--- config.mk ---
export PLATFORM = sky130hd
export DESIGN_NAME = rti_fifo
export DESIGN_NICKNAME = d
export VERILOG_FILES = /design/src/rtl/core/rti_fifo.sv
export SDC_FILE = /design/constraint.sdc
export NUM_CORES = 1
export LEC_CHECK = 0
export BUFFER_PORTS_ARGS = -buffer_cell sky130_fd_sc_hd__clkbuf_2
export CAP_MARGIN = 5
export CORE_ASPECT_RATIO = 0.5
export CORE_MARGIN = 3
export CORE_UTILIZATION = 35
export DETAILED_ROUTE_END_ITERATION = 7
export PLACE_DENSITY = 0.52
export SYNTH_ARGS = -nofsm -noshare
export SYNTH_HDL_FRONTEND = slang
export SYNTH_SLANG_ARGS = --single-unit
--- constraint.sdc ---
create_clock -name i_clk -period 2.6 [get_ports i_clk]
set_input_delay 0.52 -clock i_clk [delete_from_list [all_inputs] [get_ports i_clk]]
set_output_delay 0.52 -clock i_clk [all_outputs]
set_load 0.02 [all_outputs]
--- src/rtl/core/rti_fifo.sv ---
`timescale 1ns / 1ps

module rti_fifo #(
    parameter int WIDTH = 8,
    parameter int DEPTH = 4
) (
    input  logic             i_clk,
    input  logic             i_rst_n,
    input  logic             i_valid,
    output logic             o_ready,
    input  logic [WIDTH-1:0] i_data,
    output logic             o_valid,
    input  logic             i_ready,
    output logic [WIDTH-1:0] o_data
);

    localparam int PTR_W = $clog2(DEPTH);

    logic [WIDTH-1:0]   r_mem [DEPTH];
    logic [PTR_W-1:0]   r_wp, r_rp;
    logic [PTR_W:0]     r_cnt;
    logic               w_push, w_pop;

    assign o_ready = r_cnt != (PTR_W+1)'(DEPTH);
    assign o_valid = r_cnt != '0;
    assign o_data  = r_mem[r_rp];
    assign w_push  = i_valid && o_ready;
    assign w_pop   = o_valid && i_ready;

    always_ff @(posedge i_clk) begin
        if (w_push) begin
            r_mem[r_wp] <= i_data;
        end
    end

    always_ff @(posedge i_clk) begin
        if (!i_rst_n) begin
            r_wp  <= '0;
            r_rp  <= '0;
            r_cnt <= '0;
        end else begin
            if (w_push) begin
                r_wp <= (r_wp == PTR_W'(DEPTH-1)) ? '0 : r_wp + 1'b1;
            end
            if (w_pop) begin
                r_rp <= (r_rp == PTR_W'(DEPTH-1)) ? '0 : r_rp + 1'b1;
            end
            r_cnt <= r_cnt + (PTR_W+1)'(w_push) - (PTR_W+1)'(w_pop);
        end
    end

endmodule

# == Word-level counts from Yosys, hierarchy flattened ==
# Memories as Yosys holds them, arrays and structs flattened. A register that Yosys moved wholly into a read port is not among the register bits.
# Index checks and enable logic that the tools add are counted.
# word_totals
regBits,7
ram_bits,32
in_bits,12
output_inout_bits,10
elab_cells,20
n_memories,1
# mem_list
memory,depth,word_bits,read_ports,rd_ports_with_merged_regs,write_ports,line_no,rtl
r_mem,4,8,1,1,1,19,logic [WIDTH-1:0] r_mem [DEPTH];
# op_classes
add_sub_neg,4
n_eq_ne,3
mux,6
reduce_logical,3
# op_table
cell,n
$mux W2,4
$add A2 B1 Y2 const B,2
$eq A2 B2 Y1 const B,2
$add A3 B1 Y3,1
$ne A3 B3 Y1 const B,1
$reduce_bool A3 Y1,1
$sub A3 B1 Y3,1
$logic_and A1 B1 Y1,2
$mux W1,2

# == Longest topological paths before layout ==
# depth
word_depth,4
depth_mapped,12
depth_no_buf,11

# == Least setup slack after synthesis ==
# OpenSTA, ideal clock, no wires.
# synth_path
path_kind,reg-to-reg
startpoint,register r_cnt[1]
endpoint,register r_cnt[2]
setup_time_ns,0.115
arrival_ns,2.263
t_required_ns,2.485
setup_slack_ns,0.223
path_stages_with_launch,13
period_less_slack_ns,2.377
path_cell_list,dfxtp_1 > or3b_1 > buf_6 > and2_4 > inv_1 > ha_1 > inv_1 > ha_1 > inv_1 > fa_1 > xnor2_1 > xnor2_1 > and2_1
# synth_between
elab_chain_len,4
# synth_rtl
item,line_no,rtl
"start, declared",21,logic [PTR_W:0] r_cnt;
"start signal, assigned",48,r_cnt <= r_cnt + (PTR_W+1)'(w_push) - (PTR_W+1)'(w_pop);
$ne A3 B3 Y1,24,assign o_ready = r_cnt != (PTR_W+1)'(DEPTH);
via o_ready,10,"output logic o_ready,"
$logic_and A1 B1 Y1,27,assign w_push = i_valid && o_ready;
$add A3 B1 Y3,48,
$sub A3 B1 Y3,48,
# The timed path passes the listed nets, and every way through them passes these cells.
# A chain may end at the register's enable or synchronous reset.

# == Worst setup path in the final report ==
# layout_path
startpoint,register r_cnt[1]
endpoint,register r_cnt[2]
# layout_between
elab_chain_len,4
# layout_rtl
item,line_no
$ne A3 B3 Y1,24
$logic_and A1 B1 Y1,27
$add A3 B1 Y3,48
$sub A3 B1 Y3 (*),48
# Mark *: on every way between the ends. The rest lies on a longest branch, timed or not.

==> results.cfg <==
[status]
status = finished clean

[setup_path]
cp-start-kind = register
worst-r2r-setup-slack_ps = 250
worst_ep_arrival_time_ps = 2530
end_kind = register
worstPathRequired_ps = 2780
reg2reg_from = r_cnt[1]
critPathMaxFanout = 5
rr_worst_depth = 10
rr_endpoint = r_cnt[2]
path_class = reg2reg

[clocking]
cts_root_buffer = clkbuf_8
post_cts_resized = 0
postCtsHoldBufs = 0
clockBufferDepth = 2
cts_setup_buffers = 0
cts-buffers-inserted = 5
clock_latency_ps = 280
htree_num_levels = 2
cts.clk_slew.worst_paths_ps = 80
cts.sinks = 41
cts_tree = done

[sta]
tightest_slew_ps = 547.4
setup_viol = 0
max_slew_margin = 0.6346
finalHoldViolCount = 0
slew_violations = 0
min_period_ps = 2350
rsz0062_at_grt = false
max_freq_mhz = 425.6
tns_ps = 0
fin_crit_sh = 0.9038
skew_ps = 4.187

[die]
die_h_um = 54.39
dieArea_um2 = 5590
pin_count = 22
coreArea_um2 = 4184
start_util = 0.3917
die_w_um = 102.8
core.rowCount = 16

[logic_synthesis]
synth_edf_count = 32
mappedNetlistNets = 114
yosysTopAreaCell = edfxtp_1
ys_async_sr_fraction = 0
yosys_warnings = 0
syn_area_um2 = 1639
synth_top_cell_area_share = 0.5863
yosysSeqAreaShare = 0.6962
synth_area_leaders = edfxtp_1 (59%), dfxtp_1 (11%), mux4_2 (11%)
syn_avg_cell_area_um2 = 17.44
syn_inst = 94
ys_ff_latch = 41
synth.distinct_cells = 26
synthFlopType = edfxtp_1

[grt]
grt_pass1_vias = 858
grt_max_degree = 14
antenna_found_initial = 0
grt_pass1_wl_mm = 4.181
track_usage = 0.1037
grt_overflow_total = 0

[final_layout]
layout_commonest_cell = edfxtp_1
layout_common_cells = edfxtp_1 (32), clkbuf_2 (21), dfxtp_1 (9)
final_core_util = 0.4498
n_antenna_cell = 0
area_delta_synth_final_pct = 14.81
post_route_cells_drive_above_1_share = 0.3417
nFillCells = 364
final_net_count = 139

[routing]
drc = 0
drtIter0Drc = 35
routedWlPerCell_um = 14.50
drt_pre_antenna_iters = 4
wirelength_mm = 2.523
ant_nets = 0
via_per_inst = 4.724
vias = 822

[power_and_ir_drop]
power_leakage_nw = 0.7032
power.density_nw_per_um2 = 920.0
peakVddDrop_mv = 0.4631

[worst_hold_path]
min_from = i_data[7]
whs_endpoint = r_mem[0][7]
hold_path_class = in2reg
whs_path_depth = 1

[flow_run]
drv_cap = 0

[placement]
hpwl_mm = 1.811
portBuffers = 21
gp_congestion = 0.7066
-- per-stage QoR --
stage               setup slack [ps]  std cells  power, mW  hold slack, ps  area [um2]
finish                         250.2        174      1.731           451.9        1882
global route                   86.39        174      1.843           448.0        1882
CTS                            227.3        174      1.762           440.3        1882
detailed placement             242.4        166      1.364           504.4        1795
global placement               264.5        166      1.357           493.6        1795
floorplan                      222.6         94      1.229           467.7        1639
-- synthesized netlist by cell type (5+ instances only) --
cell	n
dfxtp_1	9
edfxtp_1	32
ha_1	7
inv_1	6
mux4_2	8
nand2_1	5
-- where the power goes --
| group | switching [mW] | total [mW] | internal, mW |
|---|---|---|---|
| clock | 0.210 | 0.395 | 0.185 |
| sequential | 0.0755 | 0.877 | 0.802 |
| combinational | 0.240 | 0.459 | 0.219 |
| total | 0.525 | 1.73 | 1.21 |
-- kinds of logic (layout without fill, tap and decap cells) --
group,count (synthesis),after routing,share of synthesized area
adder cells (fa/ha/maj),8,8,0.06565
AO/OA/AOI/OAI,4,4,0.01374
flip-flops,41,41,0.6962
XOR/XNOR,2,2,0.01069
AND/OR/NAND/NOR,20,20,0.06947
multiplexers,9,9,0.1160
buffers and inverters,10,36,0.02824
-- state kept, by name (all words and copies together) (netlist names), named ones only --
name and cells:
r_rp 2, r_mem 32, r_wp 2, r_cnt 3
-- area by class of cell --
| type | count | area, um2 | share of cell area |
|---|---|---|---|
| inverter | 6 | 22.52 | 0.01197 |
| sequential | 41 | 1141 | 0.6064 |
| multi-input combinational | 43 | 451.7 | 0.2400 |
| timing repair buffer | 22 | 112.6 | 0.05984 |
| clock buffer | 5 | 68.82 | 0.03657 |
| clock inverter | 3 | 17.52 | 0.009309 |
| tap | 54 | 67.56 | 0.03590 |
-- layer usage --
metal,up-vias,track usage,part of all wire
li1,400,-,-
met1,404,0.1260,0.45
met2,16,0.1741,0.49
met3,2,0.04326,0.057
met4,0,0.02796,0.0040
met5,-,0,0
-- worst max path at each step --
stage | from | endpoint | slack (ps) | cells after the start
after floorplan | r_cnt[1] | r_cnt[2] | 220 | 12
final | r_cnt[1] | r_cnt[2] | 250 | 10
after CTS | r_cnt[1] | r_cnt[2] | 230 | 11
after global placement | r_cnt[2] | r_cnt[2] | 260 | 11
after detailed placement | r_cnt[1] | r_cnt[2] | 240 | 11
after global routing | r_cnt[1] | r_cnt[2] | 90 | 10
-- critical path: stages, from the launching register on --
cell and delay, ps:
dfxtp_1 360, o31ai_1 500, inv_1 90, ha_1 280, inv_1 60, ha_1 130, inv_1 50, fa_1 370
xnor2_1 150, xnor2_1 120, and2_1 150
Power figures use the tool's default switching activity.
